## src/crcfcs_pkg.sv

```systemverilog
// Shared types and constants for the CRC-32 frame check sequence engine.
`default_nettype none

package crcfcs_pkg;

  localparam int unsigned CrcW      = 32;
  localparam int unsigned ByteW     = 8;
  localparam int unsigned AppendLen = CrcW / ByteW;
  localparam int unsigned AppCntW   = $clog2(AppendLen + 1);

  localparam logic [CrcW-1:0] CrcPoly = 32'h04C1_1DB7;
  localparam logic [CrcW-1:0] CrcInit = '0;

  localparam logic ModeGenerate = 1'b0;
  localparam logic ModeCheck    = 1'b1;

  typedef struct packed {
    logic [ByteW-1:0] data_byte;
    logic             frame_last;
  } in_item_t;

  typedef struct packed {
    logic [ByteW-1:0] out_byte;
    logic             is_crc_byte;
    logic             frame_done;
    logic             crc_ok;
    logic             run_last;
  } out_item_t;

endpackage

`default_nettype wire

```

## src/crc32_frame_fcs_gen_check_unit.sv

```systemverilog
// Top level of the CRC-32 frame check sequence generator and checker.
`default_nettype none

// CRC-32 frame check sequence engine (MSB first, polynomial 0x04C11DB7,
// initial value zero, no final inversion, no bit reflection). Each input beat
// carries one frame byte; the byte is folded into the running CRC and passed
// to the output through a single result register, so the engine takes one byte
// per clock whenever the output side keeps up and no CRC append is draining.
// In generate mode (mode = 0) the last byte of a frame is followed by the four
// CRC bytes, most significant first; while those four beats drain, in_ready
// stays low, so a generated frame of N bytes leaves as N + 4 output beats.
// In check mode (mode = 1) the received CRC bytes are part of the stream and
// the beat carrying the last byte reports crc_ok, which is set when the
// residue is zero. The running CRC is cleared after every frame. The mode
// register is written through the cfg port, which is always ready; write it
// only while the engine is idle. The throughput limit is the output register:
// one beat leaves per cycle while out_ready is high, and the CRC update itself
// is one combinational byte step in front of that register.

module crc32_frame_fcs_gen_check_unit (
  input  logic                  clk,
  input  logic                  rst_n,

  input  logic                  cfg_valid,
  output logic                  cfg_ready,
  input  logic                  cfg_data,

  input  logic                  in_valid,
  output logic                  in_ready,
  input  crcfcs_pkg::in_item_t  in_data,

  output logic                  out_valid,
  input  logic                  out_ready,
  output crcfcs_pkg::out_item_t out_data
);
  import crcfcs_pkg::*;

  // Control state.
  logic               mode_r;
  logic [CrcW-1:0]    crc_r,       crc_nxt;
  logic               out_valid_r, out_valid_nxt;
  logic [AppCntW-1:0] app_cnt_r,   app_cnt_nxt;

  // Payload state.
  out_item_t          out_data_r,  out_data_nxt;
  logic [CrcW-1:0]    app_crc_r,   app_crc_nxt;

  logic [CrcW-1:0]    crc_upd;
  logic               slot_free;
  logic               app_busy;
  logic               in_fire;

  crcfcs_byte_update u_upd (
    .crc_in    (crc_r),
    .data_byte (in_data.data_byte),
    .crc_out   (crc_upd)
  );

  // The result register can take a new beat when it is empty or being drained.
  assign slot_free = !out_valid_r || out_ready;
  assign app_busy  = (app_cnt_r != '0);
  assign in_ready  = slot_free && !app_busy;
  assign in_fire   = in_valid && in_ready;
  assign cfg_ready = 1'b1;

  assign out_valid = out_valid_r;
  assign out_data  = out_data_r;

  always_comb begin
    crc_nxt       = crc_r;
    out_valid_nxt = out_valid_r && !out_ready;
    app_cnt_nxt   = app_cnt_r;
    out_data_nxt  = out_data_r;
    app_crc_nxt   = app_crc_r;

    if (slot_free && app_busy) begin
      // Drain the appended CRC, top byte first.
      out_valid_nxt            = 1'b1;
      out_data_nxt.out_byte    = app_crc_r[CrcW-1 -: ByteW];
      out_data_nxt.is_crc_byte = 1'b1;
      out_data_nxt.frame_done  = (app_cnt_r == AppCntW'(1));
      out_data_nxt.crc_ok      = 1'b0;
      out_data_nxt.run_last    = (app_cnt_r == AppCntW'(1));
      app_crc_nxt              = {app_crc_r[CrcW-ByteW-1:0], {ByteW{1'b0}}};
      app_cnt_nxt              = app_cnt_r - AppCntW'(1);
    end else if (in_fire) begin
      out_valid_nxt            = 1'b1;
      out_data_nxt.out_byte    = in_data.data_byte;
      out_data_nxt.is_crc_byte = 1'b0;
      out_data_nxt.frame_done  = 1'b0;
      out_data_nxt.crc_ok      = 1'b0;
      out_data_nxt.run_last    = 1'b1;
      if (!in_data.frame_last) begin
        crc_nxt = crc_upd;
      end else if (mode_r == ModeCheck) begin
        out_data_nxt.frame_done = 1'b1;
        out_data_nxt.crc_ok     = (crc_upd == '0);
        crc_nxt                 = CrcInit;
      end else begin
        // The CRC bytes follow this beat; it is not the last one of its run.
        out_data_nxt.run_last = 1'b0;
        app_crc_nxt           = crc_upd;
        app_cnt_nxt           = AppCntW'(AppendLen);
        crc_nxt               = CrcInit;
      end
    end
  end

  always_ff @(posedge clk) begin
    if (!rst_n) begin
      mode_r      <= ModeGenerate;
      crc_r       <= CrcInit;
      out_valid_r <= 1'b0;
      app_cnt_r   <= '0;
    end else begin
      if (cfg_valid && cfg_ready) begin
        mode_r <= cfg_data;
      end
      crc_r       <= crc_nxt;
      out_valid_r <= out_valid_nxt;
      app_cnt_r   <= app_cnt_nxt;
    end
  end

  always_ff @(posedge clk) begin
    out_data_r <= out_data_nxt;
    app_crc_r  <= app_crc_nxt;
  end

endmodule

`default_nettype wire

```

## src/crcfcs_byte_update.sv

```systemverilog
// Byte-wide CRC-32 update, MSB first, polynomial from the package.
`default_nettype none

module crcfcs_byte_update (
  input  logic [crcfcs_pkg::CrcW-1:0]  crc_in,
  input  logic [crcfcs_pkg::ByteW-1:0] data_byte,
  output logic [crcfcs_pkg::CrcW-1:0]  crc_out
);
  import crcfcs_pkg::*;

  // Eight shift-and-reduce steps, one per input bit, leading bit first.
  always_comb begin
    logic [CrcW-1:0] acc;
    acc = crc_in ^ {data_byte, {(CrcW-ByteW){1'b0}}};
    for (int b = 0; b < ByteW; b++) begin
      if (acc[CrcW-1]) begin
        acc = {acc[CrcW-2:0], 1'b0} ^ CrcPoly;
      end else begin
        acc = {acc[CrcW-2:0], 1'b0};
      end
    end
    crc_out = acc;
  end

endmodule

`default_nettype wire

```

## config.mk

```make
export PLATFORM = sky130hd
export DESIGN_NAME = crc32_frame_fcs_gen_check_unit
export DESIGN_NICKNAME = d
export VERILOG_FILES = /design/src/crcfcs_pkg.sv /design/src/crc32_frame_fcs_gen_check_unit.sv /design/src/crcfcs_byte_update.sv
export SDC_FILE = /design/constraint.sdc
export NUM_CORES = 1
export LEC_CHECK = 0
export ABC_AREA = 1
export BUFFER_PORTS_ARGS = -buffer_cell sky130_fd_sc_hd__buf_2
export CORE_MARGIN = 5
export CORE_UTILIZATION = 60
export CTS_BUF_LIST = sky130_fd_sc_hd__clkbuf_8
export CTS_CLUSTER_DIAMETER = 30
export DETAILED_ROUTE_END_ITERATION = 8
export PLACE_DENSITY = 0.76
export SETUP_SLACK_MARGIN = 0.02
export SLEW_MARGIN = 20
export SYNTH_ARGS = -nofsm -noshare
export SYNTH_HDL_FRONTEND = slang
export SYNTH_SLANG_ARGS = --single-unit
```

## constraint.sdc

```tcl
create_clock -name clk -period 3.1 [get_ports clk]
set_input_delay 0.155 -clock clk [delete_from_list [all_inputs] [get_ports clk]]
set_output_delay 0.155 -clock clk [all_outputs]
set_load 0.05 [all_outputs]
```

After elaboration in Yosys (flattened, before gate mapping)
Index checks and enable logic that the tools add are counted.
{"block": "word_totals", "in_bits": 15, "regBits": 81}
{"block": "op_classes", "bitwise": 11, "mux": 24, "add_sub_neg": 1, "eq_ne": 2, "n_reduce_logical": 15}
{"op": "27-bit 2-to-1 mux", "n": 8}
{"op": "32-bit 2-to-1 mux", "n": 5}
{"op": "14-bit NOT", "n": 8}
{"op": "32-bit zero test", "n": 1}
{"op": "32-bit XOR", "n": 1}
{"op": "12-bit 2-to-1 mux", "n": 2}
{"op": "3-bit 2-to-1 mux", "n": 5}
{"op": "3-bit AND reduction", "n": 2}
{"op": "1-bit logical AND", "n": 4}
{"op": "2-bit nonzero test", "n": 2}
{"op": "3-bit by 1-bit == test with 1-bit output, second input constant", "n": 1}
{"op": "1-bit zero test", "n": 3}
{"op": "1-bit 2-to-1 mux", "n": 3}
{"op": "3-bit nonzero test", "n": 1}
{"op": "3-bit by 1-bit subtractor with 3-bit output, second input constant", "n": 1}
{"op": "2-bit 2-to-1 mux", "n": 1}
{"op": "2-bit by 1-bit inequality test with 1-bit output, second input constant", "n": 1}
{"op": "1-bit NOT", "n": 2}
{"op": "2-bit AND reduction", "n": 1}
{"op": "1-bit logical OR", "n": 1}

Depth between registers and ports, before layout
Gate-level depths: netlist (run 1).
{"block": "logic_depth", "depth_word": 22, "ltp_mapped": 16}

Cells and area by module
From an unflattened synthesis (run 1), not the netlist that was laid out.
{"block": "hier_totals", "hier_cells": 620, "hier_area_um2": 4911.0}
{"mod": "crc32_frame_fcs_gen_check_unit", "n_inst": 1, "cells_per_inst": 387, "area_per_inst_um2": 3673.5, "seq_area_each_um2": 1961.9}
{"mod": "crcfcs_byte_update", "n_inst": 1, "cells_per_inst": 233, "area_per_inst_um2": 1237.4, "seq_area_each_um2": 0.0}

Worst setup path before layout (run 1)
No wires, ideal clock.
{"block": "synth_timing", "kind": "flip-flop to flip-flop", "start": "reg out_valid_r (netlist: out_valid)", "end": "reg app_crc_r[10], enable pin", "required_ns": 2.704, "t_arrival_ns": 1.843, "path_buffers": 1, "setup_time_ns": 0.396, "slack_ns": 0.861, "synth_period_minus_slack_ns": 2.239, "path_stages_with_launch": 8, "path_cell_list": "dfxtp_1 inv_1 or2_2 nand3_1 inv_1 nand2_1 nand2_1 clkbuf_1"}
{"block": "synth_between", "elab_chain_cells": 6}
{"element": "start: declaration", "line_no": "crc32_frame_fcs_gen_check_unit.sv:41", "text": "logic out_valid_r, out_valid_nxt;"}
{"element": "start signal: assignment", "line_no": "crc32_frame_fcs_gen_check_unit.sv:120", "text": "out_valid_r <= out_valid_nxt;"}
{"element": "1-bit zero test *", "line_no": "crc32_frame_fcs_gen_check_unit.sv:60", "text": "assign slot_free = !out_valid_r || out_ready;"}
{"element": "1-bit logical OR *", "line_no": "crc32_frame_fcs_gen_check_unit.sv:60"}
{"element": "1-bit logical AND", "line_no": "crc32_frame_fcs_gen_check_unit.sv:62", "text": "assign in_ready = slot_free && !app_busy;"}
{"element": "1-bit logical AND", "line_no": "crc32_frame_fcs_gen_check_unit.sv:63", "text": "assign in_fire = in_valid && in_ready;"}
{"element": "2-bit nonzero test (no line)"}
{"element": "3-bit AND reduction (no line) *"}
{"element": "end signal: assignment", "line_no": "crc32_frame_fcs_gen_check_unit.sv:127", "text": "app_crc_r <= app_crc_nxt;"}
{"element": "end: declaration", "line_no": "crc32_frame_fcs_gen_check_unit.sv:46", "text": "logic [CrcW-1:0] app_crc_r, app_crc_nxt;"}
Mark *: on every way between the ends. The rest lies on a longest branch, timed or not.
A chain may end at the register's enable or synchronous reset.

Worst setup path after layout (run 1)
{"block": "layout_timing", "start": "reg app_cnt_r[0]", "end": "reg app_crc_r[28], data pin"}
{"block": "layout_between", "elab_chain_cells": 3}
{"element": "start: declaration", "line_no": "crc32_frame_fcs_gen_check_unit.sv:42", "text": "logic [AppCntW-1:0] app_cnt_r, app_cnt_nxt;"}
{"element": "start signal: assignment", "line_no": "crc32_frame_fcs_gen_check_unit.sv:121", "text": "app_cnt_r <= app_cnt_nxt;"}
{"element": "3-bit nonzero test", "line_no": "crc32_frame_fcs_gen_check_unit.sv:61", "text": "assign app_busy = (app_cnt_r != '0);"}
{"element": "1-bit logical AND", "line_no": "crc32_frame_fcs_gen_check_unit.sv:76", "text": "if (slot_free && app_busy) begin"}
{"element": "32-bit 2-to-1 mux", "line_no": "crc32_frame_fcs_gen_check_unit.sv:76"}
{"element": "net app_crc_nxt[28]", "line_no": "crc32_frame_fcs_gen_check_unit.sv:46"}
The timed path passes the listed nets, and every way through them passes these cells.

==> results of run 1 <==
repair_timing:
item,4_1_cts,5_1_grt
hold buffers,1,0
hold endpoints to repair,1,0
gates resized for setup,0,0
per-stage QoR:
step | instance area, µm² | std cells | hold WS [ns] | power, mW | setup slack [ns]
6_report | 5062 | 770 | 0.005333 | 4.707 | 0.3660
5_1_grt | 5062 | 770 | 0.01232 | 4.989 | 0.1422
4_1_cts | 5062 | 770 | 0.005311 | 4.676 | 0.3999
3_5_place_dp | 4842 | 753 | 0.3545 | 3.843 | 0.3906
3_3_place_gp | 4842 | 753 | 0.3448 | 3.791 | 0.5000
2_1_floorplan | 4647 | 640 | 0.2485 | 3.331 | 0.8610
state kept, by name, indices dropped and copies added (netlist names):
signal / cells
out_valid: 1
app_cnt_r: 3
crc_r: 32
mode_r: 1
app_crc_r: 32
out_data: 12
final cells by class:
| cell class | count | share of cell area, % |
|---|---|---|
| flip-flops and latches | 81 | 38.75 |
| repair buffers | 33 | 3.559 |
| well taps | 102 | 2.521 |
| clock buffers | 10 | 2.719 |
| clock inverters | 6 | 1.434 |
| inverters | 64 | 4.795 |
| multi-input cells | 474 | 46.22 |
critical path: stages (launching register included):
cell      delay [ns]
dfxtp_1         0.34
inv_1           0.09
ha_1            0.15
inv_1           0.04
nor2_1          0.15
inv_1           0.09
nand2_1         0.42
clkinv_1        0.74
a22o_1          0.46
report_power, final:
part	internal, mW	switching, mW	leakage (nW)
Combinational	0.554	1.56	1.49
Clock	0.406	0.438	0.106
Sequential	1.60	0.147	0.727
synth_stat cells, drive strengths merged:
| library cell | instances |
|---|---|
| a21oi | 33 |
| or2 | 3 |
| conb | 1 |
| nand2 | 281 |
| buf | 9 |
| inv | 62 |
| nor3 | 2 |
| xor2 | 22 |
| a22o | 7 |
| o31ai | 1 |
| nor2 | 21 |
| nand4 | 1 |
| o21ai | 28 |
| clkbuf | 12 |
| edfxtp | 34 |
| nand3b | 2 |
| dfxtp | 47 |
| ha | 4 |
| xnor2 | 4 |
| nand3 | 52 |
| a22oi | 1 |
| a31oi | 1 |
| o22ai | 10 |
| clkinv | 2 |
per-layer routing:
layer  track usage [%]  part of all wire, %  up-vias
li1                  -                    -     2092
met1             32.38                   41     1969
met2             42.67                   47      180
met3             4.357                  7.1       37
met4             10.97                  4.1        0
met5                 0                    0        -
logic make-up (layout without fill, tap and decap cells):
group | after synthesis | count (layout) | synth area share, %
other | 1 | 1 | 0.08070
adders and majority gates | 4 | 4 | 1.077
DFF | 81 | 81 | 42.22
AOI/OAI and AO/OA | 81 | 81 | 9.693
and+or+nand+nor | 362 | 362 | 34.11
buffers and inverters | 85 | 113 | 7.593
xor gates and xnor gates | 26 | 26 | 5.224
worst paths after layout:
path | from | end | slack (ns) | cells past startpoint
min | cfg_data | mode_r$_SDFFE_PN0P_ | 0.005 | 3
min reg2reg | out_data[3]$_SDFFE_PP1P_ | out_data[3]$_SDFFE_PP1P_ | 0.45 | 2
max reg2reg | app_cnt_r[0]$_SDFFE_PN0P_ | app_crc_r[28]$_DFFE_PP_ | 0.37 | 8
max | app_cnt_r[0]$_SDFFE_PN0P_ | app_crc_r[28]$_DFFE_PP_ | 0.37 | 8
==> impl_results.md, run 1 <==
- Yosys cell types: 34
- Total Routing Usage GR: 25.46%
- DIE WIDTH: 98.01 µm
- Die ar.: 9605 µm²
- RSZ-0062 raised after global routing: false
- Max Transition Viols Final: 0
- Leak: 2.327 nW
- FMAX: 365.8 MHz
- Final hold violations: 0
- Setup violators final: 0
- Core Box Area: 7647 µm²
- Seq/Total Area, Yosys: 42.22%
- Crit path capture type: register
- FF+latch area: 1962 µm²
- Max Cap Viol: 0
- Fillers: 666
- Layout cell share with drive strength beyond 1: 13.17%
- Seq cells post-synth: 81
- WL/cell: 15.68 µm
- Relative max-transition margin: 52.66%
- # DRC: 0
- Fin crit period: 2.734 ns
- Worst IR drop on VDD: 0.3575 mV
- Ports: 30
- Die Ht: 98.01 µm
- Worst setup SP type: register
- Root buf cell: clkbuf_8
- CTS sink cnt: 81
- Layout Area Growth over Synthesis: 8.939%
- Longest Clk Path Bufs: 2
- Syn avg cell area: 7.261 µm²
- Final core utilization: 66.20%
- H-tree depth: 3
- GP Congestion: 0.9519
- Initial Utilization: 60.77%
- Congestion Overflow GR: 0
- Skew final: 0.01717 ns
- First-pass GRT wire length: 19.39 mm
- Multi-input gate area: 2340 µm²
- Top cell type's share of synthesized area: 21.97%
- Fin nets: 682
- Syn_nets: 659
- Row cnt: 32
- Largest net degree at the start of global routing: 50
- Ys Warns: 0
- # diodes: 0
- Via count: 4278
- Clock Latency Late Sink: 0.38 ns
- CTS tree: yes
- Cells after Synth: 640
- Leading area contributor after synthesis: edfxtp_1
- Vias in the first global route: 3880
- Slew of the pin with the lowest slew margin: 0.7058 ns
- Most frequent cells in the layout: nand2_1 (256), inv_1 (56), nand3_1 (49), dfxtp_1 (47), edfxtp_1 (34)
- Hold WC Path Type: primary input to register
- Vias/cell: 5.556
- I/O Buffers: 28
- Routed Antenna Nets: 0
- Mapped Area: 4647 µm²
- Data arrival time of the worst path: 2.86 ns
- # Post-CTS Setup Buffers: 0
- Pwr dens: 929.8 nW/µm²
- Most common cell after layout, fill and taps aside: nand2_1
- Final setup TNS: 0 ns
- TritonCTS buffer count: 9
- Drt initial violations: 323
- Outcome: finished, final reports clean
- WL final: 12.07 mm
- Drt first pass iters: 7
- Initial antenna violation count: 0
- Detailed placement HPWL: 8.515 mm
- Worst Setup Path Type: register to register
- Most area-consuming cells after synthesis: edfxtp_1 (22%), nand2_1 (21%), dfxtp_1 (20%)
- Clock transition at path regs: 0.09 ns
- Crit path max fanout: 27
- Final period util: 88.19%
- WP data required: 3.22 ns
Note: power is estimated with default switching activity, not from simulation.
==> inputs of run 2 (changes only) <==
- PLACE_DENSITY: 0.76 -> 0.75
==> impl_results.md, run 2 (synthesized netlist as in run 1, its figures left out) <==
- Outcome: finished, final reports clean (unchanged)
- DIE WIDTH: 98.01 µm (unchanged)
- Worst Setup Path Type: register to register (unchanged)
- Row cnt: 32 (unchanged)
- Die ar.: 9605 µm² (unchanged)
- I/O Buffers: 28 (unchanged)
- Gate power share: 45.2% (was 44.9%)
- Max Transition Viols Final: 0 (unchanged)
- Reg power frac: 36.7% (was 37.1%)
- Fillers: 681 (was 666)
- Layout Area Growth over Synthesis: 9.693% (was 8.939%)
- Vias in the first global route: 4074 (was 3880)
- Crit path max fanout: 27 (unchanged)
- Root buf cell: clkbuf_8 (unchanged)
- Initial antenna violation count: 0 (unchanged)
- Placed inst area: 4870 µm² (was 4842 µm²)
- # diodes: 0 (unchanged)
- Vias/cell: 5.521 (was 5.556)
- Worst IR drop on VDD: 0.3993 mV (was 0.3575 mV)
- Skew final: 0.008772 ns (was 0.01717 ns)
- Worst setup SP type: register (unchanged)
- H-tree depth: 3 (unchanged)
- CTS sink cnt: 81 (unchanged)
- Clock Latency Late Sink: 0.36 ns (was 0.38 ns)
- Most common cell after layout, fill and taps aside: nand2_1 (unchanged)
- Via count: 4262 (was 4278)
- WL final: 12.24 mm (was 12.07 mm)
- Placed Instances: 755 (was 753)
- GP Congestion: 0.8786 (was 0.9519)
- Hold WC Path Type: primary input to register (unchanged)
- TritonCTS buffer count: 9 (unchanged)
- Sw frac: 44.54% (was 45.58%)
- Fin crit period: 2.461 ns (was 2.734 ns)
- Ports: 30 (unchanged)
- Crit path capture type: register (unchanged)
- Total chip power: 4.769 mW (was 4.707 mW)
- Slew of the pin with the lowest slew margin: 0.7351 ns (was 0.7058 ns)
- Place WS: 0.7020 ns (was 0.3906 ns)
- Leak: 2.346 nW (was 2.327 nW)
- Most frequent cells in the layout: nand2_1 (256), inv_1 (57), nand3_1 (49), dfxtp_1 (47), edfxtp_1 (34) (was nand2_1 (256), inv_1 (56), nand3_1 (49), dfxtp_1 (47), edfxtp_1 (34))
- Fin nets: 684 (was 682)
- Drt first pass iters: 5 (was 7)
- Setup ws final: 0.6391 ns (was 0.3660 ns)
- Final setup TNS: 0 ns (unchanged)
- Final instance count without filler cells: 772 (was 770)
- NetSw: 2.124 mW (was 2.145 mW)
- Largest net degree at the start of global routing: 50 (unchanged)
- Design Area, Final: 5097 µm² (was 5062 µm²)
- Max Cap Viol: 0 (unchanged)
- Cts repair resizes: 0 (unchanged)
- Internal: 2.645 mW (was 2.561 mW)
- Congestion Overflow GR: 0 (unchanged)
- Detailed placement HPWL: 8.827 mm (was 8.515 mm)
- Worst hold slack: 0.02721 ns (was 0.005333 ns)
- # DRC: 0 (unchanged)
- Clock transition at path regs: 0.09 ns (about the same)
- Initial Utilization: 60.77% (unchanged)
- Relative max-transition margin: 50.69% (was 52.66%)
- Final hold violations: 0 (unchanged)
- WL/cell: 15.85 µm (was 15.68 µm)
- WP data required: 3.21 ns (was 3.22 ns)
- Final core utilization: 66.66% (was 66.20%)
- CTS tree: yes (unchanged)
- Pwr dens: 935.5 nW/µm² (was 929.8 nW/µm²)
- First-pass GRT wire length: 19.87 mm (was 19.39 mm)
- RSZ-0062 raised after global routing: false (unchanged)
- Total Routing Usage GR: 26.05% (was 25.46%)
- Core Box Area: 7647 µm² (unchanged)
- Drt initial violations: 291 (was 323)
- FMAX: 406.3 MHz (was 365.8 MHz)
- Clock power frac: 18.1% (was 17.9%)
- Data arrival time of the worst path: 2.57 ns (was 2.86 ns)
- Layout cell share with drive strength beyond 1: 13.28% (was 13.17%)
- Longest Clk Path Bufs: 2 (unchanged)
- Setup violators final: 0 (unchanged)
- # Post-CTS Setup Buffers: 0 (unchanged)
- Routed Antenna Nets: 0 (unchanged)
- Final period util: 79.39% (was 88.19%)
- Die Ht: 98.01 µm (unchanged)
run 2: area by class of cell:
class                           instances  area (µm²)  share of cell area (%)
Multi-Input combinational cell        474        2340                   45.90
Sequential cell                        81        1962                   38.49
Inverter                               64       242.7                   4.762
Timing Repair Buffer                   35       207.7                   4.075
Tap cell                              102       127.6                   2.504
Clock buffer                            9       123.9                   2.430
Clock inverter                          7       93.84                   1.841
run 2: path summary, 6_finish.rpt:
path                                                start                        to  slack (ns)  cells past startpoint
worst min-delay path                             cfg_data       mode_r$_SDFFE_PN0P_        0.03                      3
worst min register to register   out_data[1]$_SDFFE_PP0P_  out_data[1]$_SDFFE_PP0P_        0.48                      2
worst max-delay path            app_cnt_r[0]$_SDFFE_PN0P_   app_crc_r[25]$_DFFE_PP_        0.64                      8
worst max register to register  app_cnt_r[0]$_SDFFE_PN0P_   app_crc_r[25]$_DFFE_PP_        0.64                      8
run 2: worst max-delay path: stages, from the launching register on:
cell and delay (ns):
dfxtp_1 0.35, inv_1 0.10, ha_1 0.14, inv_1 0.03, nor2_1 0.15, inv_1 0.10, nand2_1 0.22, clkinv_1 0.65
a22o_1 0.46
run 2: metal layers:
metal / routed length, µm / global-route usage [%]
met1: 5042 / 31.99
met5: 0 / 0
met2: 5919 / 44.50
met4: 424 / 12.89
met3: 854 / 4.000
run 2: timing repair:
item	CTS	global route
endpoints found under the hold margin	1	0
setup endpoints to repair	0	0
hold buffers	1	0
run 2: power groups by stage:
| stage | clock network (mW) | registers, mW | logic (mW) |
|---|---|---|---|
| after floorplan | 0 | 1.99 | 1.34 |
| after global placement | 0 | 1.77 | 2.10 |
| after detailed placement | 0 | 1.77 | 2.13 |
| after CTS | 0.866 | 1.75 | 2.14 |
| after global routing | 0.915 | 1.78 | 2.36 |
| final | 0.862 | 1.75 | 2.15 |
